$ cat src/hdl/fcd_pkg.sv
// shared types, command words and result codes of the framed command decoder
package fcd_pkg;

  localparam int BYTE_W   = 8;
  localparam int CHAN_W   = 3;
  localparam int VALUE_W  = 12;
  localparam int LAMP_W   = 5;
  localparam int RESULT_W = 3;

  localparam logic [BYTE_W-1:0] OPEN_MARK  = 8'h23;
  localparam logic [BYTE_W-1:0] CLOSE_MARK = 8'h2A;
  localparam logic [BYTE_W-1:0] NUL_BYTE   = 8'h00;

  localparam int WORD_COUNT = 6;
  localparam int WORD_MAX   = 15;
  localparam int EXIT_WORD  = 5;
  localparam int IDX_W      = 3;

  typedef logic [WORD_MAX*BYTE_W-1:0] word_text_t;

  localparam word_text_t WORD_TEXT [WORD_COUNT] = '{
    "#TEMP*", "#ANEMOMETER*", {"#RAIN", "_DROP*"},
    {"#SOIL", "_MOISTURE*"}, {"#UV", "_LEVEL*"}, "#EXIT*"
  };
  localparam int WORD_LEN [WORD_COUNT] = '{6, 12, 11, 15, 10, 6};

  typedef enum logic [RESULT_W-1:0] {
    RES_NONE    = 3'd0,
    RES_TEMP    = 3'd1,
    RES_WIND    = 3'd2,
    RES_RAIN    = 3'd3,
    RES_SOIL    = 3'd4,
    RES_UV      = 3'd5,
    RES_EXIT    = 3'd6,
    RES_UNKNOWN = 3'd7
  } result_t;

  typedef struct packed {
    logic             sensor_hit;
    logic             exit_hit;
    logic [IDX_W-1:0] sensor_idx;
    result_t          result;
  } match_t;

  // byte p of word w, counted from the opening mark
  function automatic logic [BYTE_W-1:0] word_byte(input int w, input int p);
    return WORD_TEXT[w][(WORD_LEN[w]-1-p)*BYTE_W +: BYTE_W];
  endfunction

  function automatic logic [LAMP_W-1:0] lamp_for(input logic [IDX_W-1:0] idx);
    return LAMP_W'(5'b10000 >> idx);
  endfunction

endpackage

$ cat src/hdl/fcd_cmd_if.sv
// input channel: serial byte or sensor sample word
interface fcd_cmd_if;
  logic                          valid;
  logic                          ready;
  logic                          command;
  logic [fcd_pkg::BYTE_W-1:0]    serial_byte;
  logic [fcd_pkg::CHAN_W-1:0]    sample_channel;
  logic [fcd_pkg::VALUE_W-1:0]   sample_value;

  modport source(output valid, command, serial_byte, sample_channel, sample_value,
                 input ready);
  modport sink(input valid, command, serial_byte, sample_channel, sample_value,
               output ready);
endinterface

$ cat src/hdl/fcd_rsp_if.sv
// result channel: reply, lamps and frame result word
interface fcd_rsp_if;
  logic                          valid;
  logic                          ready;
  logic                          reply_valid;
  logic [fcd_pkg::VALUE_W-1:0]   reply_value;
  logic [fcd_pkg::LAMP_W-1:0]    lamp_pattern;
  logic [fcd_pkg::RESULT_W-1:0]  frame_result;

  modport source(output valid, reply_valid, reply_value, lamp_pattern, frame_result,
                 input ready);
  modport sink(input valid, reply_valid, reply_value, lamp_pattern, frame_result,
               output ready);
endinterface

$ cat src/hdl/fcd_sample_store.sv
// stored sensor readings, one register per channel
module fcd_sample_store #(
  parameter int SAMPLE_BITS     = 12,
  parameter int SENSOR_CHANNELS = 8,
  parameter int CH_W            = $clog2(SENSOR_CHANNELS)
) (
  input  logic                   clk,
  input  logic                   rst,
  input  logic                   wr_en,
  input  logic [CH_W-1:0]        wr_idx,
  input  logic [SAMPLE_BITS-1:0] wr_data,
  input  logic [CH_W-1:0]        rd_idx,
  output logic [SAMPLE_BITS-1:0] rd_data
);

  logic [SAMPLE_BITS-1:0] sample_store [SENSOR_CHANNELS];

  always_ff @(posedge clk) begin
    if (rst) begin
      for (int i = 0; i < SENSOR_CHANNELS; i++) sample_store[i] <= '0;
    end else if (wr_en) begin
      sample_store[wr_idx] <= wr_data;
    end
  end

  always_comb begin
    rd_data = '0;
    for (int i = 0; i < SENSOR_CHANNELS; i++) begin
      if (rd_idx == CH_W'(i)) rd_data = sample_store[i];
    end
  end

endmodule

$ cat src/hdl/fcd_frame_matcher.sv
// frame tracking with running per-word match flags
module fcd_frame_matcher #(
  parameter int FRAME_BYTES = 16
) (
  input  logic                       clk,
  input  logic                       rst,
  input  logic                       step,
  input  logic [fcd_pkg::BYTE_W-1:0] rx_byte,
  output fcd_pkg::match_t            match
);
  import fcd_pkg::*;

  localparam int LEN_W = $clog2(FRAME_BYTES + 1);

  logic [LEN_W-1:0]      frame_length, frame_length_next;
  logic                  frame_overflowed, frame_overflowed_next;
  logic [WORD_COUNT-1:0] word_live, word_live_next;
  logic [WORD_COUNT-1:0] byte_ok, final_pos, hit;
  logic                  fits;

  assign fits = frame_length < LEN_W'(FRAME_BYTES);

  always_comb begin
    for (int w = 0; w < WORD_COUNT; w++) begin
      byte_ok[w] = 1'b0;
      for (int q = 0; q < WORD_MAX; q++) begin
        if (q < WORD_LEN[w] && frame_length == LEN_W'(q) && rx_byte == word_byte(w, q))
          byte_ok[w] = 1'b1;
      end
      final_pos[w] = frame_length == LEN_W'(WORD_LEN[w] - 1);
      hit[w]       = word_live[w] && final_pos[w] && fits && !frame_overflowed;
    end
  end

  always_comb begin
    match                 = '0;
    match.result          = RES_NONE;
    frame_length_next     = frame_length;
    frame_overflowed_next = frame_overflowed;
    word_live_next        = word_live;
    if (rx_byte == OPEN_MARK) begin
      frame_length_next     = LEN_W'(1);
      frame_overflowed_next = 1'b0;
      word_live_next        = '1;
    end else if (rx_byte == CLOSE_MARK) begin
      match.result = RES_UNKNOWN;
      // lowest word wins
      for (int w = WORD_COUNT - 1; w >= 0; w--) begin
        if (hit[w]) begin
          if (w == EXIT_WORD) begin
            match.exit_hit   = 1'b1;
            match.sensor_hit = 1'b0;
            match.result     = RES_EXIT;
          end else begin
            match.exit_hit   = 1'b0;
            match.sensor_hit = 1'b1;
            match.sensor_idx = IDX_W'(w);
            match.result     = result_t'(RESULT_W'(w + 1));
          end
        end
      end
      frame_length_next     = '0;
      frame_overflowed_next = 1'b0;
    end else if (rx_byte != NUL_BYTE && frame_length != '0) begin
      if (fits) begin
        frame_length_next = frame_length + LEN_W'(1);
        word_live_next    = word_live & byte_ok;
      end else begin
        frame_overflowed_next = 1'b1;
      end
    end
  end

  always_ff @(posedge clk) begin
    if (rst) begin
      frame_length     <= '0;
      frame_overflowed <= 1'b0;
      word_live        <= '0;
    end else if (step) begin
      frame_length     <= frame_length_next;
      frame_overflowed <= frame_overflowed_next;
      word_live        <= word_live_next;
    end
  end

endmodule

$ cat src/hdl/framed_command_decoder_unit.sv
// top level of the framed command decoder
// the input register and the result register lie between an accepted input word and its result word
// throughput: one word per cycle, all work done in one short stage between the two registers
// the result register stalls only while its word is not taken; the input register then holds
// synchronous active-high reset clears readings, lamps, frame state and both valid flags
module framed_command_decoder_unit #(
  parameter int FRAME_BYTES     = 16,
  parameter int SAMPLE_BITS     = 12,
  parameter int SENSOR_CHANNELS = 8
) (
  input  logic     clk,
  input  logic     rst,
  fcd_cmd_if.sink  cmd_ch,
  fcd_rsp_if.source rsp_ch
);
  import fcd_pkg::*;

  localparam int CH_W = $clog2(SENSOR_CHANNELS);

  logic                s1_valid;
  logic                s1_command;
  logic [BYTE_W-1:0]   s1_byte;
  logic [CHAN_W-1:0]   s1_channel;
  logic [VALUE_W-1:0]  s1_value;
  logic                s1_go;

  logic                o_valid;
  logic                o_reply_valid;
  logic [VALUE_W-1:0]  o_reply_value;
  logic [LAMP_W-1:0]   o_lamp;
  result_t             o_result;

  logic [LAMP_W-1:0]   lamp_state, lamp_state_next;
  logic                reply_valid_next;
  logic [VALUE_W-1:0]  reply_value_next;
  result_t             result_next;

  match_t                 match;
  logic [SAMPLE_BITS-1:0] rd_data;
  logic                   sample_wr;

  assign s1_go        = s1_valid && (!o_valid || rsp_ch.ready);
  assign cmd_ch.ready = !s1_valid || s1_go;

  always_ff @(posedge clk) begin
    if (rst) begin
      s1_valid <= 1'b0;
    end else if (cmd_ch.ready) begin
      s1_valid <= cmd_ch.valid;
    end
    if (cmd_ch.valid && cmd_ch.ready) begin
      s1_command <= cmd_ch.command;
      s1_byte    <= cmd_ch.serial_byte;
      s1_channel <= cmd_ch.sample_channel;
      s1_value   <= cmd_ch.sample_value;
    end
  end

  assign sample_wr = s1_go && s1_command && (32'(s1_channel) < SENSOR_CHANNELS);

  fcd_sample_store #(
    .SAMPLE_BITS    (SAMPLE_BITS),
    .SENSOR_CHANNELS(SENSOR_CHANNELS),
    .CH_W           (CH_W)
  ) u_store (
    .clk    (clk),
    .rst    (rst),
    .wr_en  (sample_wr),
    .wr_idx (CH_W'(s1_channel)),
    .wr_data(SAMPLE_BITS'(s1_value)),
    .rd_idx (CH_W'(match.sensor_idx)),
    .rd_data(rd_data)
  );

  fcd_frame_matcher #(
    .FRAME_BYTES(FRAME_BYTES)
  ) u_matcher (
    .clk    (clk),
    .rst    (rst),
    .step   (s1_go && !s1_command),
    .rx_byte(s1_byte),
    .match  (match)
  );

  always_comb begin
    lamp_state_next  = lamp_state;
    reply_valid_next = 1'b0;
    reply_value_next = '0;
    result_next      = RES_NONE;
    if (!s1_command) begin
      result_next = match.result;
      if (match.sensor_hit) begin
        lamp_state_next  = lamp_for(match.sensor_idx);
        reply_valid_next = 1'b1;
        reply_value_next = VALUE_W'(rd_data);
      end else if (match.exit_hit) begin
        lamp_state_next = '0;
      end
    end
  end

  always_ff @(posedge clk) begin
    if (rst) begin
      lamp_state <= '0;
      o_valid    <= 1'b0;
    end else begin
      if (s1_go) lamp_state <= lamp_state_next;
      if (s1_go) begin
        o_valid <= 1'b1;
      end else if (rsp_ch.ready) begin
        o_valid <= 1'b0;
      end
    end
    if (s1_go) begin
      o_reply_valid <= reply_valid_next;
      o_reply_value <= reply_value_next;
      o_lamp        <= lamp_state_next;
      o_result      <= result_next;
    end
  end

  assign rsp_ch.valid        = o_valid;
  assign rsp_ch.reply_valid  = o_reply_valid;
  assign rsp_ch.reply_value  = o_reply_value;
  assign rsp_ch.lamp_pattern = o_lamp;
  assign rsp_ch.frame_result = o_result;

  a_reply_one_lamp: assert property (@(posedge clk) disable iff (rst)
    o_valid && o_reply_valid |-> $onehot(o_lamp))
    else $error("reply without a single lamp");

  a_exit_dark: assert property (@(posedge clk) disable iff (rst)
    o_valid && o_result == RES_EXIT |-> o_lamp == '0 && !o_reply_valid)
    else $error("exit word left lamps on or replied");

  a_no_reply_zero: assert property (@(posedge clk) disable iff (rst)
    o_valid && !o_reply_valid |-> o_reply_value == '0)
    else $error("reply value without reply");

  a_stall_holds_input: assert property (@(posedge clk) disable iff (rst)
    s1_valid && !s1_go |=> s1_valid && $stable(s1_byte) && $stable(s1_command))
    else $error("held input word lost");

  a_sample_no_result: assert property (@(posedge clk) disable iff (rst)
    s1_go && s1_command |=> o_result == RES_NONE && !o_reply_valid)
    else $error("sample word produced a frame result");

endmodule

$ cat src/flat_wrapper.sv
// flat-port wrapper written by rule: the top's interface ports become plain ports
module framed_command_decoder_unit_flat import fcd_pkg::*;
#(
  parameter int FRAME_BYTES     = 16,
  parameter int SAMPLE_BITS     = 12,
  parameter int SENSOR_CHANNELS = 8
)
  (clk, rst, cmd_ch_valid, cmd_ch_command, cmd_ch_serial_byte, cmd_ch_sample_channel, cmd_ch_sample_value, cmd_ch_ready, rsp_ch_valid, rsp_ch_reply_valid, rsp_ch_reply_value, rsp_ch_lamp_pattern, rsp_ch_frame_result, rsp_ch_ready);
  fcd_cmd_if cmd_ch_i ();
  fcd_rsp_if rsp_ch_i ();
  input  logic clk;
  input  logic rst;
  input wire logic [$bits(cmd_ch_i.valid)-1:0] cmd_ch_valid;
  input wire logic [$bits(cmd_ch_i.command)-1:0] cmd_ch_command;
  input wire logic [$bits(cmd_ch_i.serial_byte)-1:0] cmd_ch_serial_byte;
  input wire logic [$bits(cmd_ch_i.sample_channel)-1:0] cmd_ch_sample_channel;
  input wire logic [$bits(cmd_ch_i.sample_value)-1:0] cmd_ch_sample_value;
  output wire logic [$bits(cmd_ch_i.ready)-1:0] cmd_ch_ready;
  output wire logic [$bits(rsp_ch_i.valid)-1:0] rsp_ch_valid;
  output wire logic [$bits(rsp_ch_i.reply_valid)-1:0] rsp_ch_reply_valid;
  output wire logic [$bits(rsp_ch_i.reply_value)-1:0] rsp_ch_reply_value;
  output wire logic [$bits(rsp_ch_i.lamp_pattern)-1:0] rsp_ch_lamp_pattern;
  output wire logic [$bits(rsp_ch_i.frame_result)-1:0] rsp_ch_frame_result;
  input wire logic [$bits(rsp_ch_i.ready)-1:0] rsp_ch_ready;
  assign cmd_ch_i.valid = cmd_ch_valid;
  assign cmd_ch_i.command = cmd_ch_command;
  assign cmd_ch_i.serial_byte = cmd_ch_serial_byte;
  assign cmd_ch_i.sample_channel = cmd_ch_sample_channel;
  assign cmd_ch_i.sample_value = cmd_ch_sample_value;
  assign cmd_ch_ready = cmd_ch_i.ready;
  assign rsp_ch_valid = rsp_ch_i.valid;
  assign rsp_ch_reply_valid = rsp_ch_i.reply_valid;
  assign rsp_ch_reply_value = rsp_ch_i.reply_value;
  assign rsp_ch_lamp_pattern = rsp_ch_i.lamp_pattern;
  assign rsp_ch_frame_result = rsp_ch_i.frame_result;
  assign rsp_ch_i.ready = rsp_ch_ready;
  framed_command_decoder_unit #(.FRAME_BYTES(FRAME_BYTES), .SAMPLE_BITS(SAMPLE_BITS), .SENSOR_CHANNELS(SENSOR_CHANNELS)) u_core (.clk(clk), .rst(rst), .cmd_ch(cmd_ch_i), .rsp_ch(rsp_ch_i));
endmodule
$ cat config.mk
export PLATFORM = sky130hd
export DESIGN_NAME = framed_command_decoder_unit_flat
export DESIGN_NICKNAME = d
export VERILOG_FILES = /design/src/hdl/fcd_pkg.sv /design/src/hdl/fcd_cmd_if.sv /design/src/hdl/fcd_rsp_if.sv /design/src/hdl/fcd_sample_store.sv /design/src/hdl/fcd_frame_matcher.sv /design/src/hdl/framed_command_decoder_unit.sv /design/src/flat_wrapper.sv
export SDC_FILE = /design/constraint.sdc
export NUM_CORES = 1
export LEC_CHECK = 0
export BUFFER_PORTS_ARGS = -buffer_cell sky130_fd_sc_hd__buf_2
export CELL_PAD_IN_SITES_DETAIL_PLACEMENT = 2
export CELL_PAD_IN_SITES_GLOBAL_PLACEMENT = 2
export CORE_ASPECT_RATIO = 0.6
export CORE_MARGIN = 10
export CORE_UTILIZATION = 43
export CTS_CLUSTER_DIAMETER = 100
export DETAILED_ROUTE_END_ITERATION = 12
export PLACE_DENSITY = 0.88
export REMOVE_ABC_BUFFERS = 1
export SYNTH_ARGS = -nofsm -noshare
export SYNTH_HDL_FRONTEND = slang
export SYNTH_SLANG_ARGS = --single-unit
$ cat constraint.sdc
create_clock -name clk -period 5 [get_ports clk]
set_input_delay 0.25 -clock clk [delete_from_list [all_inputs] [get_ports clk]]
set_output_delay 0.25 -clock clk [all_outputs]
set_load 0.03 [all_outputs]
* After elaboration in Yosys (flattened, before gate mapping)
Memory sizes are Yosys's and may differ from the RTL's.
Index checks and enable logic that the tools add are counted.
** Word-level totals
- Bits in writable memories :: 96
- Register bits after elaboration :: 64
- Bits of input ports :: 28
- Memories kept :: 1
- Output and inout bits :: 23
** Memory list
- u_core.u_store.sample_store :: depth 8, bits a word 12, read ports 8, clocked after Yosys merged registers in 0, write ports 8, RTL line fcd_sample_store.sv:16 : logic [SAMPLE_BITS-1:0] sample_store [SENSOR_CHANNELS];
** Cells by class
- Shifts and indexed selects :: 1
- Reduce and logical (&&, ||, !) cells :: 94
- Add/sub/neg operators :: 1
- Muxes and demuxes :: 97
- Equality and inequality tests :: 41
- Order comparisons :: 1
- Bitwise operators :: 3
** Operator list (number)
- 8-bit by 7-bit == test with 1-bit output (second input constant) :: 16
- 12-bit 2-to-1 mux :: 9
- 1-bit logical AND :: 71
- 1-bit 2-to-1 mux :: 68
- 8-bit 2-to-1 mux :: 7
- 5-bit by 4-bit == test with 1-bit output (second input constant) :: 7
- 5-bit 2-to-1 mux :: 7
- 6-bit 2-to-1 mux :: 4
- 5-bit by 3-bit == test with 1-bit output (second input constant) :: 4
- 8-bit by 6-bit == test with 1-bit output (second input constant) :: 2
- 3-bit == test (second input constant) :: 4
- 12-bit OR reduction :: 1
- 5-bit by 2-bit == test with 1-bit output (second input constant) :: 2
- 8-bit nonzero test :: 1
- 7-bit 2-to-1 mux :: 1
- 6-bit AND :: 1
- 3-bit by 2-bit == test with 1-bit output (second input constant) :: 2
- 3-bit AND reduction :: 2
- 2-bit nonzero test :: 3
- 3-bit nonzero test :: 2
- 6-bit OR reduction :: 1
- 5-bit by 1-bit adder with 5-bit output (second input constant) :: 1
- 5-bit by 1-bit == test with 1-bit output (second input constant) :: 1
- 5-bit zero test :: 1
- other kinds (15) :: 20

* Depth between registers and ports, before layout
Gate-level depths: netlist of run 1.
- Depth after elaboration :: 22
- Mapped depth :: 10
- Gate-level depth less buffers :: 8

* Modules after synthesis
Synthesis of run 1 repeated with hierarchy kept, for this count alone.
** Unflattened totals
- Cells, all modules :: 654
- Area total of the unflattened synthesis :: 8126.5 sq um
** Modules (own cells, without submodules)
- fcd_sample_store :: cells each 348, area each 4787.1 sq um, instances 1
- framed_command_decoder_unit :: cells each 109, area each 1906.8 sq um, instances 1
- fcd_frame_matcher :: cells each 197, area each 1432.6 sq um, instances 1

* Worst setup path before layout of run 1
No wires, ideal clock.
- Path type :: reg-to-reg
- Start point :: reg u_core.o_valid, in the netlist u_core.rsp_ch.valid
- End point :: mem u_core.u_store.sample_store[2][0] (enable)
- Required time :: 4.679 ns
- Setup time :: 0.321 ns
- Buffers on the path :: 0
- Path slack :: 1.927 ns
- Cell stages (with the launch flop) :: 6
- Arrival :: 2.752 ns
- Path through :: dfxtp_1 nor2b_1 nor2b_1 or4b_2 nor2_1 or2_2
** RTL lines
- start, declared :: RTL line framed_command_decoder_unit.sv:27 : logic o_valid;
- start signal, assigned :: RTL line framed_command_decoder_unit.sv:105 : o_valid <= 1'b0;
- start signal, assigned :: RTL line framed_command_decoder_unit.sv:109 : o_valid <= 1'b1;
- start signal, assigned :: RTL line framed_command_decoder_unit.sv:111 : o_valid <= 1'b0;
- end, declared :: RTL line fcd_sample_store.sv:16

* Worst setup path after layout of run 1
- Start point :: reg u_core.s1_command
- End point :: reg u_core.u_matcher.word_live[2]
** On the way
- Cells in the longest elaborated chain, start to end :: 3
** RTL lines
- start, declared :: RTL line framed_command_decoder_unit.sv:21 : logic s1_command;
- start signal, assigned :: RTL line framed_command_decoder_unit.sv:52 : s1_command <= cmd_ch.command;
- 1-bit zero test :: RTL line framed_command_decoder_unit.sv:80 : .step (s1_go && !s1_command),
- 1-bit logical AND :: RTL line framed_command_decoder_unit.sv:80
- 4-bit AND reduction (no line)
- end signal, assigned :: RTL line fcd_frame_matcher.sv:82 : word_live <= word_live_next;
- end, declared :: RTL line fcd_frame_matcher.sv:17 : logic [WORD_COUNT-1:0] word_live, word_live_next;
Every way passes these cells.
A chain may end at the register's enable or synchronous reset.

==> summary.txt, run 1 <==
Outcome
  • Status: finished, final reports clean

Power and ir drop
  • P per Cell Area: 364 nW/um^2
  • P_leak: around 2.5 nW
  • VDD IR max: ~0.00024 V

Route
  • Routed WL: around 25000 um
  • Number of routed nets with antenna violations: 0
  • TritonRoute pass-1 iters: 6
  • Avg WL per Cell: about 32 um
  • Vias: 5015
  • Vias/cell: around 6.6
  • DRT iter0 DRCs: approximately 700
  • Drt drc: 0

Worst setup path
  • Register-to-register setup slack: approximately 1.4 ns
  • Crit. Startpoint: u_core.s1_command$_DFFE_PP_
  • CP endpoint kind: flop
  • Max FO, Critical Path: 9
  • Crit path launch type: flop
  • Worst path arrival time: a little under 4 ns
  • Reg2reg start: u_core.s1_command$_DFFE_PP_
  • Crit Path Class: flop to flop
  • Endpoint required time on the critical path: 5.22 ns

Yosys
  • Post-synthesis adder-cell area fraction: less than 1%
  • Synth Cell Area: 5900 sq um
  • Sequential share of the synthesized area: between 50% and 60%
  • EDFF count, synth: about 110
  • Mux share of post-synthesis cell area: less than 1%
  • #FFs+latches synth: approximately 120
  • Ys Warns: 0
  • Main synth FF type: edfxtp_1
  • Post-synthesis cell type count: 70
  • Post-Syn Instances: 508
  • Largest family of logic cells by synthesized area: simple AND/OR/NAND/NOR gates
  • Async set or reset register ratio after synthesis: 0%
  • Simple-Gate Fraction of Synth Area: ~22%
  • Mean Syn Cell Area: roughly 12 sq um
  • XOR/XNOR Fraction of Synth Area: less than 1%
  • Compound-Gate Fraction of Synth Area: a little over an eighth

Timing
  • Final Hold Violating Endpoints: 0
  • Setup TNS: 0 ns
  • Setup violators final: 0
  • Tmin final: around 3.6 ns
  • Max-slew headroom: between 20% and 30%
  • Final worst-path cycle share: just over 70%
  • Clk_skew: between 0.01 and 0.015 ns
  • Worst slew pin tran: ~1.1 ns
  • RSZ-0062 raised after global routing: false
  • Worst Setup Slack, final: between 1 and 1.5 ns
  • Pins over their slew limit: 0
  • Peak Freq: about 0.27 GHz

Flow run
  • Max Cap Viol: 0

GRT
  • Tot GR Track Use: a little over a quarter
  • Number of global-route vias before repair: about 5300
  • Largest net degree at the start of global routing: 25
  • First-pass GRT wire length: between 30000 and 40000 um
  • Initial antenna violation count: 0
  • Global route overflow: 0

Place
  • DPL Wire Length: roughly 16000 um
  • Inst Count DP: roughly 710
  • Dpl ws: between 1.5 and 2 ns
  • GP Congestion: ~0.96
  • IO Port Bufs: 50

Clock tree
  • Worst-path clk slew: around 0.070 ns
  • Clk root buf: clkbuf_16
  • Clock insertion delay at the later pin of the skew report: around 0.44 ns
  • Cts bufs inserted: 17
  • Setup bufs post-CTS: 0
  • TritonCTS Sinks: about 120
  • CTS Buffer Depth: 2
  • Post-CTS Resized: 0
  • CTS tree: done
  • Htree depth: 4

Finish
  • Total Nets Final: slightly above 600
  • Area Growth Syn to Fin: 20.2%
  • Non-filler cells, final: about 760
  • Diode count: 0
  • Share of cells above drive strength 1: 18.2%

Die
  • Initial Util: 43.6%
  • Chip height: 111 um
  • Num ports: 51
  • Core area: roughly 14000 sq um
  • Std-Cell Rows: 33
  • Die area: between 15000 and 20000 sq um
  • Die W: 171 um

Hold path
  • Min-delay src: cmd_ch_sample_value[11]
  • Hold/Removal Path Class: input port to flop
## timing repair
item                                    4_1_cts  5_1_grt
hold buffers                                 21        2
endpoints found under the setup margin        0        0
hold endpoints to repair                     21        2
## synth_stat cells, types with 2 or more instances
master | count | area, sq um
a311oi_1 | 2 | 17.5
clkbuf_1 | 18 | 67.6
nor4_1 | 9 | 56.3
and4bb_2 | 2 | 25.0
dfxtp_1 | 19 | 380
nor4b_1 | 2 | 17.5
nand2_1 | 23 | 86.3
or2_2 | 7 | 43.8
and3_1 | 3 | 18.8
a221oi_1 | 9 | 78.8
a22o_1 | 10 | 87.6
o2bb2ai_1 | 2 | 17.5
o21ai_0 | 14 | 70.1
buf_4 | 2 | 15.0
edfxtp_1 | 105 | 3150
nor3_1 | 11 | 55.1
a221o_1 | 2 | 20.0
nand4_1 | 6 | 37.5
a32o_1 | 2 | 20.0
a32oi_1 | 6 | 52.6
or3_1 | 3 | 18.8
and2_1 | 61 | 382
nand4bb_1 | 2 | 22.5
o22ai_1 | 2 | 12.5
buf_1 | 2 | 7.51
nor2_1 | 44 | 165
a22oi_1 | 12 | 90.1
a21oi_1 | 24 | 120
a211oi_1 | 4 | 30.0
ha_1 | 4 | 50.1
nand3_1 | 18 | 90.1
nor2b_1 | 10 | 62.6
mux2i_1 | 3 | 30.0
inv_1 | 8 | 30.0
o2111ai_1 | 2 | 17.5
buf_2 | 7 | 35.0
and4_1 | 2 | 17.5
a21boi_0 | 2 | 15.0
nand2b_1 | 11 | 68.8
nand3b_1 | 3 | 22.5
## logic make-up after synthesis
| group | count (synthesis) |
|---|---|
| fa+ha+maj | 4 |
| simple gates | 229 |
| xor+xnor | 2 |
| flops | 124 |
| buf+inv | 39 |
| compound gates | 107 |
| mux | 3 |
## cells in the final DEF, fill, tap and decap left out, types with 7 or more instances in the layout
| master | count |
|---|---|
| nand2_1 | 23 |
| and2_1 | 61 |
| o21ai_0 | 14 |
| nor2_1 | 44 |
| a22o_1 | 10 |
| inv_1 | 8 |
| dfxtp_1 | 19 |
| a221oi_1 | 9 |
| dlygate4sd3_1 | 23 |
| buf_2 | 50 |
| nor3_1 | 11 |
| nor2b_1 | 9 |
| a22oi_1 | 12 |
| a21oi_1 | 24 |
| edfxtp_1 | 105 |
| or2_2 | 7 |
| nand3_1 | 18 |
| nor4_1 | 9 |
| clkbuf_16 | 17 |
| nand2b_1 | 11 |
## registers in the layout (all words and copies together), names as in the netlist, 3 cells and up
register and cells:
u_core.u_store.sample_store 60, u_core.lamp_state 5, u_core.s1_value 12, u_core.s1_byte 8, u_core.u_matcher.frame_length 5, u_core.rsp_ch.frame_result 3, u_core.rsp_ch.lamp_pattern 5, u_core.rsp_ch.reply_value 12
u_core.s1_channel 3, u_core.u_matcher.word_live 6
## area by class of cell
type / instances / area, sq um
Inverter: 9 / 33.8
Clock buffer: 17 / 425
Timing Repair Buffer: 77 / 510
Sequential cell: 124 / 3530
Multi-Input combinational cell: 345 / 2210
Fill cell: 1286 / 6450
Tap cell: 175 / 219
Clock inverter: 15 / 160
## final timing paths
check,to,depth (start not counted)
max,u_core.u_matcher.word_live[2]$_SDFFE_PP0P_,6
min,u_core.s1_value[11]$_DFFE_PP_,1
max reg2reg,u_core.u_matcher.word_live[2]$_SDFFE_PP0P_,6
min reg2reg,u_core.lamp_state[2]$_SDFFE_PP0P_,1
## critical path, stage by stage, from the launching register on
cell,delay (ns)
edfxtp_1,0.53
inv_1,0.36
nand3b_1,0.49
nor4_2,0.66
nand2b_1,0.20
nor4_1,0.84
a311oi_1,0.34
## where the power goes
group          total (mW)  switching (mW)  internal, mW
Combinational       0.112          0.0720        0.0396
Clock                1.27           0.531         0.740
Sequential           1.20          0.0414          1.16
## per-stage QoR
step           hold WS (ns)  power [mW]  util [%]  area (sq um)
2_1_floorplan         0.319        1.25         -          5770
3_3_place_gp          0.426        1.30      46.3          6270
3_5_place_dp          0.429        1.31      46.3          6270
4_1_cts            0.000266        2.57      52.2          7070
5_1_grt              0.0298        2.64      52.4          7100
6_report             0.0307        2.58      52.4          7100
## metal layers
layer / global-route usage (%) / routed length (um) / up-vias
met5: 0 / 0 / -
met4: 9.23 / 738 / 0
met3: 8.00 / 2520 / 72
met2: 41.1 / 11400 / 327
met1: 33.2 / 9980 / 2557
li1: - / - / 2059
Power figures use the tool's default switching activity.
==> run 2: changes to the inputs <==
ABC_AREA = 1   (was unset)
CORE_UTILIZATION = 36   (was 43)
PLACE_DENSITY = 0.82   (was 0.88)
clock period = 3.6 ns   (was 5 ns; I/O delays follow)
==> run 2 against run 1 <==
- utilization decreased by 7.6 points
- clock power up 28%
- setup slack worse by 0.61 ns
- synthesized cell count rose by 37%
- sequential cell count is the same
- register-to-register slack got worse by 0.61 ns
- clock-buffer cell count is the same
- global-route usage fell by 4.4 points
- clock skew is 0.0049 ns lower
- area after synthesis rose by 3.8%
- final cell count grew 33%
- maximum frequency increased by 28%
- critical path type unchanged
- largest cell class unchanged
- largest power group is now sequential cells
- highest routed layer unchanged
==> summary.txt, run 2 <==
Yosys
  • Yosys top cell area share: 51.5% (was 53.4%)
  • Top cells by area, synth: edfxtp_1 51%, nor2_1 10%, nand2_1 9.0% (was edfxtp_1 53%, and2_1 6.5%, dfxtp_1 6.4%)
  • Top cells by count, synth: 167 x nor2_1, 147 x nand2_1, 105 x edfxtp_1 (was 105 x edfxtp_1, 61 x and2_1, 44 x nor2_1)
  • #FFs+latches synth: 124 (unchanged)
  • Largest family of logic cells by synthesized area: simple AND/OR/NAND/NOR gates (unchanged)
  • Post-Syn Instances: 695 (was 508)
  • EDFF count, synth: 105 (unchanged)
  • Synth area leader: edfxtp_1 (unchanged)
  • Main synth FF type: edfxtp_1 (unchanged)
  • Simple-Gate Fraction of Synth Area: 31.4% (was 22.3%)
  • XOR/XNOR Fraction of Synth Area: 0% (was 0.297%)
  • Compound-Gate Fraction of Synth Area: 3.61% (was 13.4%)
  • Mux share of post-synthesis cell area: 0% (was 0.509%)
  • Sequential share of the synthesized area: 57.7% (was 59.9%)
  • Mean Syn Cell Area: 8.82 sq um (was 11.6 sq um)
  • Post-synthesis adder-cell area fraction: 0.817% (was 0.848%)
  • Ys Warns: 0 (unchanged)
  • Synth Cell Area: 6130 sq um (was 5900 sq um)
  • Async set or reset register ratio after synthesis: 0% (unchanged)
  • Count leader, synth: nor2_1 (was edfxtp_1)
  • Post-synthesis cell type count: 32 (was 70)

Finish
  • Total Nets Final: 805 (was 606)
  • Most frequent cells in the layout: 167 x nor2_1, 147 x nand2_1, 105 x edfxtp_1, 68 x inv_1, 50 x buf_2 (was 105 x edfxtp_1, 61 x and2_1, 50 x buf_2, 44 x nor2_1, 24 x a21oi_1)
  • Diode count: 0 (unchanged)
  • Biggest register: u_core.u_store.sample_store (unchanged)
  • Post-Layout Inst Area: 7360 sq um (was 7100 sq um)
  • Area Growth Syn to Fin: 20.1% (was 20.2%)
  • Share of cells above drive strength 1: 15.9% (was 18.2%)
  • Number of flip-flops in the largest register: 60 (unchanged)
  • Commonest non-fill, non-tap cell in the layout: nor2_1 (was edfxtp_1)

Clock tree
  • TritonCTS Sinks: 124 (unchanged)
  • CTS Buffer Depth: 2 (unchanged)
  • Htree depth: 4 (unchanged)
  • Post-CTS Resized: 0 (unchanged)
  • CTS tree: done (unchanged)
  • Clock insertion delay at the later pin of the skew report: 0.43 ns (was 0.44 ns)
  • Worst-path clk slew: 0.06 ns (was 0.07 ns)
  • Setup bufs post-CTS: 0 (unchanged)
  • Clk root buf: clkbuf_16 (unchanged)
  • Cts bufs inserted: 17 (unchanged)
  • Hold buffers post-CTS: 24 (was 21)

Route
  • Drt drc: 0 (unchanged)
  • Number of routed nets with antenna violations: 0 (unchanged)
  • Routed WL: 24500 um (was 24600 um)
  • Vias/cell: 5.32 (was 6.58)
  • TritonRoute pass-1 iters: 5 (was 6)
  • DRT iter0 DRCs: 414 (was 686)
  • Vias: 5397 (was 5015)
  • Avg WL per Cell: 24.2 um (was 32.3 um)

Worst setup path
  • Endpoint required time on the critical path: 3.89 ns (was 5.22 ns)
  • Worst path arrival time: 3.13 ns (was 3.86 ns)
  • CP endpoint kind: flop (unchanged)
  • Max FO, Critical Path: 14 (was 9)
  • Crit Path Class: flop to flop (unchanged)
  • Crit path launch type: flop (unchanged)

Power and ir drop
  • VDD IR max: 0.000237 V (was 0.000235 V)
  • P_leak: 3.08 nW (was 2.48 nW)
  • Switching Share: 26.3% (was 24.9%)
  • Switching power total: 914 uW (was 644 uW)
  • Sequential Power Share: 47.5% (was 46.5%)
  • Comb pwr share: 5.7% (was 4.3%)
  • P per Cell Area: 472 nW/um^2 (was 364 nW/um^2)
  • Clock network power share: 46.8% (was 49.2%)
  • P_int: 2.56 mW (was 1.94 mW)

Timing
  • RSZ-0062 raised after global routing: false (unchanged)
  • Worst slew pin tran: 0.879 ns (was 1.11 ns)
  • Final Hold Violating Endpoints: 0 (unchanged)
  • Max-slew headroom: 41.3% (was 25.5%)
  • Setup TNS: 0 ns (unchanged)
  • Tmin final: 2.85 ns (was 3.64 ns)
  • Peak Freq: 0.351 GHz (was 0.275 GHz)
  • Setup violators final: 0 (unchanged)
  • Final worst-path cycle share: 79.1% (was 72.8%)
  • Clk_skew: 0.0101 ns (was 0.0150 ns)
  • Pins over their slew limit: 0 (unchanged)

Die
  • Std-Cell Rows: 36 (was 33)
  • Num ports: 51 (unchanged)
  • Die W: 188 um (was 171 um)
  • Die area: 22800 sq um (was 19000 sq um)
  • Chip height: 121 um (was 111 um)
  • Initial Util: 37.3% (was 43.6%)
  • Core area: 16400 sq um (was 13500 sq um)

GRT
  • Initial antenna violation count: 0 (unchanged)
  • Global route overflow: 0 (unchanged)
  • Number of global-route vias before repair: 5777 (was 5284)
  • Tot GR Track Use: 21.7% (was 26.1%)
  • Largest net degree at the start of global routing: 25 (unchanged)
  • First-pass GRT wire length: 37100 um (was 36200 um)

Place
  • Placed cell areas: 6580 sq um (was 6270 sq um)
  • DPL Wire Length: 17400 um (was 15900 um)
  • IO Port Bufs: 50 (unchanged)
  • GP Congestion: 0.938 (was 0.963)

Flow run
  • Max Cap Viol: 0 (unchanged)

Outcome
  • Status: finished, final reports clean (unchanged)

Hold path
  • Hold/Removal Path Class: input port to flop (unchanged)
==> run 2: changes by cell type in the layout (fill, tap and decap cells not counted), sizes merged, moves of 11 or more <==
cell / delta
nand2b: -11
nor2: +132
a22oi: -12
and2: -61
nand2: +135
inv: +71
nand4: +13
nand3: +37
==> run 2: stage by stage <==
stage | instances | setup slack [ns] | power [mW] | util (%) | hold slack, ns
final | 1014 | 0.754 | 3.48 | 44.8 | 0.0516
after global routing | 1014 | 0.627 | 3.58 | 44.8 | 0.0608
after floorplan | 678 | 1.29 | 1.76 | - | 0.249
after detailed placement | 958 | 0.905 | 1.85 | 40.0 | 0.358
after global placement | 958 | 1.02 | 1.83 | 40.0 | 0.358
after CTS | 1014 | 0.818 | 3.49 | 44.8 | 0.0447
==> run 2: power by group through the flow <==
stage	combinational, mW	clock [mW]	sequential (mW)
after global routing	0.219	1.70	1.66
after CTS	0.197	1.64	1.65
after floorplan	0.0757	0	1.69
after global placement	0.161	0	1.67
after detailed placement	0.173	0	1.68
final	0.199	1.63	1.65
==> run 2: kinds of logic (layout without fill, tap and decap cells) <==
kind of cell / count (synthesis) / after routing
simple gates: 429 / 429
flops: 124 / 124
buf+inv: 96 / 187
compound gates: 42 / 42
fa+ha+maj: 4 / 4
==> run 2: final cells by class <==
class                   instances  area [sq um]
well taps                     228           285
inverters                      79           297
clock inverters                15           118
multi-input cells             475          2200
repair buffers                 76           505
flip-flops and latches        124          3530
fillers                      1809          9080
clock buffers                  17           425
==> run 2: worst max-delay path: stages (launching register included) <==
cell and delay (ns):
edfxtp_1 0.49, nor2_4 0.24, nand2_1 0.12, nor2_4 0.45, nand4_1 0.66, nor2_1 0.37, nor2_1 0.09, nand4_1 0.10
nand2_1 0.07, nor2_1 0.10
==> run 2: worst paths after layout <==
check	start	to	slack, ns	cells past startpoint
setup / recovery	u_core.s1_byte[0]$_DFFE_PP_	u_core.rsp_ch.reply_value[3]$_SDFFCE_PP0P_	0.75	9
hold / removal	rsp_ch_ready	u_core.rsp_ch.valid$_SDFFE_PP0P_	0.05	4
setup reg to reg	u_core.s1_byte[0]$_DFFE_PP_	u_core.rsp_ch.reply_value[3]$_SDFFCE_PP0P_	0.75	9
hold reg to reg	u_core.u_matcher.word_live[3]$_SDFFE_PP0P_	u_core.u_matcher.word_live[3]$_SDFFE_PP0P_	0.48	2
==> run 2: per-layer routing <==
layer / vias up / global-route usage [%] / part of all wire, %
met5: - / 0 / 0
met4: 0 / 6.07 / 1.5
met3: 25 / 7.78 / 9.7
met2: 238 / 32.0 / 43
met1: 2708 / 29.5 / 46
li1: 2426 / - / -
==> run 3: changes to the inputs <==
clock period = 3 ns   (was 3.6 ns; I/O delays follow)
==> run 3 against run 2 <==
- via count grew 0.59%
- utilization is 0.63 points higher
- sequential power increased by 20%
- sequential share of layout area is 0.67 points lower
- routed wire length rose by 1.4%
- sequential cell count unchanged
- register-to-register slack got worse by 0.46 ns
- cell area is 1.4% higher
- die area unchanged
- clock skew rose by 0.0051 ns
- non-clock buffer count rose by 5
- critical endpoint is now u_core.rsp_ch.reply_value[0]$_SDFFCE_PP0P_
==> summary.txt, run 3 (synthesis gave the netlist of run 2 again) <==
Power and ir drop
  • Tot Pwr: 4.45 mW (was 3.48 mW)
  • Clock network power share: 50.2% (was 46.8%)
  • Sequential Power Share: 44.5% (was 47.5%)
  • Comb pwr share: 5.3% (was 5.7%)
  • P_leak: 3.14 nW (was 3.08 nW)
  • VDD IR max: 0.000266 V (was 0.000237 V)
  • P_int: 3.34 mW (was 2.56 mW)
  • Switching Share: 25.1% (was 26.3%)
  • Switching power total: 1.12 mW (was 914 uW)
  • P per Cell Area: 597 nW/um^2 (was 472 nW/um^2)

GRT
  • First-pass GRT wire length: 37200 um (was 37100 um)
  • Tot GR Track Use: 21.9% (was 21.7%)
  • Global route overflow: 0 (unchanged)
  • Initial antenna violation count: 0 (unchanged)
  • Number of global-route vias before repair: 5943 (was 5777)
  • Largest net degree at the start of global routing: 25 (unchanged)

Route
  • Vias/cell: 5.33 (was 5.32)
  • Avg WL per Cell: 24.4 um (was 24.2 um)
  • DRT iter0 DRCs: 494 (was 414)
  • Number of routed nets with antenna violations: 0 (unchanged)
  • Routed WL: 24900 um (was 24500 um)
  • Drt drc: 0 (unchanged)
  • TritonRoute pass-1 iters: 5 (unchanged)
  • Vias: 5429 (was 5397)

Clock tree
  • Clock insertion delay at the later pin of the skew report: 0.43 ns (about the same)
  • CTS tree: done (unchanged)
  • Post-CTS Resized: 0 (unchanged)
  • Clk root buf: clkbuf_16 (unchanged)
  • Setup bufs post-CTS: 0 (unchanged)
  • Cts bufs inserted: 17 (unchanged)
  • Worst-path clk slew: 0.07 ns (was 0.06 ns)
  • Htree depth: 4 (unchanged)
  • Hold buffers post-CTS: 24 (unchanged)
  • TritonCTS Sinks: 124 (unchanged)
  • CTS Buffer Depth: 2 (unchanged)

Timing
  • Final worst-path cycle share: 90.1% (was 79.1%)
  • Peak Freq: 0.370 GHz (was 0.351 GHz)
  • RSZ-0062 raised after global routing: false (unchanged)
  • Clk_skew: 0.0152 ns (was 0.0101 ns)
  • Final Hold Violating Endpoints: 0 (unchanged)
  • Pins over their slew limit: 0 (unchanged)
  • Final hold slack: 0.0434 ns (was 0.0516 ns)
  • Tmin final: 2.70 ns (was 2.85 ns)
  • Max-slew headroom: 39.9% (was 41.3%)
  • Setup violators final: 0 (unchanged)
  • Worst slew pin tran: 0.900 ns (was 0.879 ns)
  • Setup TNS: 0 ns (unchanged)

Finish
  • Share of cells above drive strength 1: 16.3% (was 15.9%)
  • Area Growth Syn to Fin: 21.8% (was 20.1%)
  • Biggest register: u_core.u_store.sample_store (unchanged)
  • Number of flip-flops in the largest register: 60 (unchanged)
  • Commonest non-fill, non-tap cell in the layout: nor2_1 (unchanged)
  • Filler cells: 1795 (was 1809)
  • Most frequent cells in the layout: 167 x nor2_1, 147 x nand2_1, 105 x edfxtp_1, 68 x inv_1, 50 x buf_2 (unchanged)
  • Diode count: 0 (unchanged)
  • Total Nets Final: 810 (was 805)

Place
  • GP Congestion: 0.907 (was 0.938)
  • IO Port Bufs: 50 (unchanged)
  • DPL Wire Length: 17500 um (was 17400 um)

Worst setup path
  • Endpoint required time on the critical path: 3.24 ns (was 3.89 ns)
  • Crit path launch type: flop (unchanged)
  • Crit Path Class: flop to flop (unchanged)
  • Max FO, Critical Path: 12 (was 14)
  • CP endpoint kind: flop (unchanged)
  • Worst path arrival time: 2.94 ns (was 3.13 ns)

Die
  • Chip height: 121 um (unchanged)
  • Die area: 22800 sq um (unchanged)
  • Initial Util: 37.3% (unchanged)
  • Std-Cell Rows: 36 (unchanged)
  • Num ports: 51 (unchanged)
  • Core area: 16400 sq um (unchanged)
  • Die W: 188 um (unchanged)

Flow run
  • Max Cap Viol: 0 (unchanged)

Outcome
  • Status: finished, final reports clean (unchanged)

Hold path
  • Hold/Removal Path Class: input port to flop (unchanged)
-- run 3: worst max-delay path, cell delays in order, from the launching register on --
cell and delay, ns:
dfxtp_1 0.42, ha_1 0.23, inv_1 0.11, nor2_2 0.20, nand3_4 0.19, nor2_1 0.73
nand2_1 0.16, nand4_1 0.18, nand2_1 0.08, nor2_1 0.22
-- run 3: cell type report --
cell class	count	area, sq um	share of cell area (%)
clock inverter	14	180	2.41
tap	228	285	3.82
clock buffer	18	429	5.75
timing repair buffer	81	543	7.27
inverter	79	297	3.97
multi-input combinational	475	2200	29.4
sequential	124	3530	47.3
-- run 3: metal layers --
metal	routed length [um]	vias to the layer above	part of all wire [%]	track usage, %
met2	10600	233	43	32.6
met3	2310	46	9.3	7.63
met4	562	0	2.3	7.26
met1	11400	2710	46	29.1
met5	0	-	0	0
li1	-	2440	-	-
-- run 3: final timing paths --
kind	startpoint	endpoint	slack (ns)	depth (start not counted)
setup / recovery	u_core.u_matcher.frame_length[0]$_SDFFE_PP0P_	u_core.rsp_ch.reply_value[0]$_SDFFCE_PP0P_	0.30	9
hold / removal	cmd_ch_valid	u_core.s1_valid$_SDFFE_PP0N_	0.04	3
setup reg to reg	u_core.u_matcher.frame_length[0]$_SDFFE_PP0P_	u_core.rsp_ch.reply_value[0]$_SDFFCE_PP0P_	0.30	9
hold reg to reg	u_core.u_matcher.word_live[1]$_SDFFE_PP0P_	u_core.u_matcher.word_live[1]$_SDFFE_PP0P_	0.50	2
-- run 3: power groups by stage --
stage	clock [mW]	combinational [mW]	sequential, mW
after detailed placement	0	0.204	2.02
after CTS	2.24	0.234	1.98
final	2.24	0.236	1.98
after floorplan	0	0.0908	2.02
after global routing	2.33	0.257	1.99
after global placement	0	0.189	2.01
-- run 3: metrics by stage --
| stage | area (sq um) | worst slack [ns] | cells | utilization [%] |
|---|---|---|---|---|
| 6_report | 7460 | 0.297 | 1019 | 45.4 |
| 2_1_floorplan | 6030 | 0.690 | 678 | - |
| 3_3_place_gp | 6620 | 0.680 | 963 | 40.2 |
| 5_1_grt | 7460 | 0.141 | 1019 | 45.4 |
| 4_1_cts | 7460 | 0.321 | 1019 | 45.4 |
| 3_5_place_dp | 6620 | 0.479 | 963 | 40.2 |
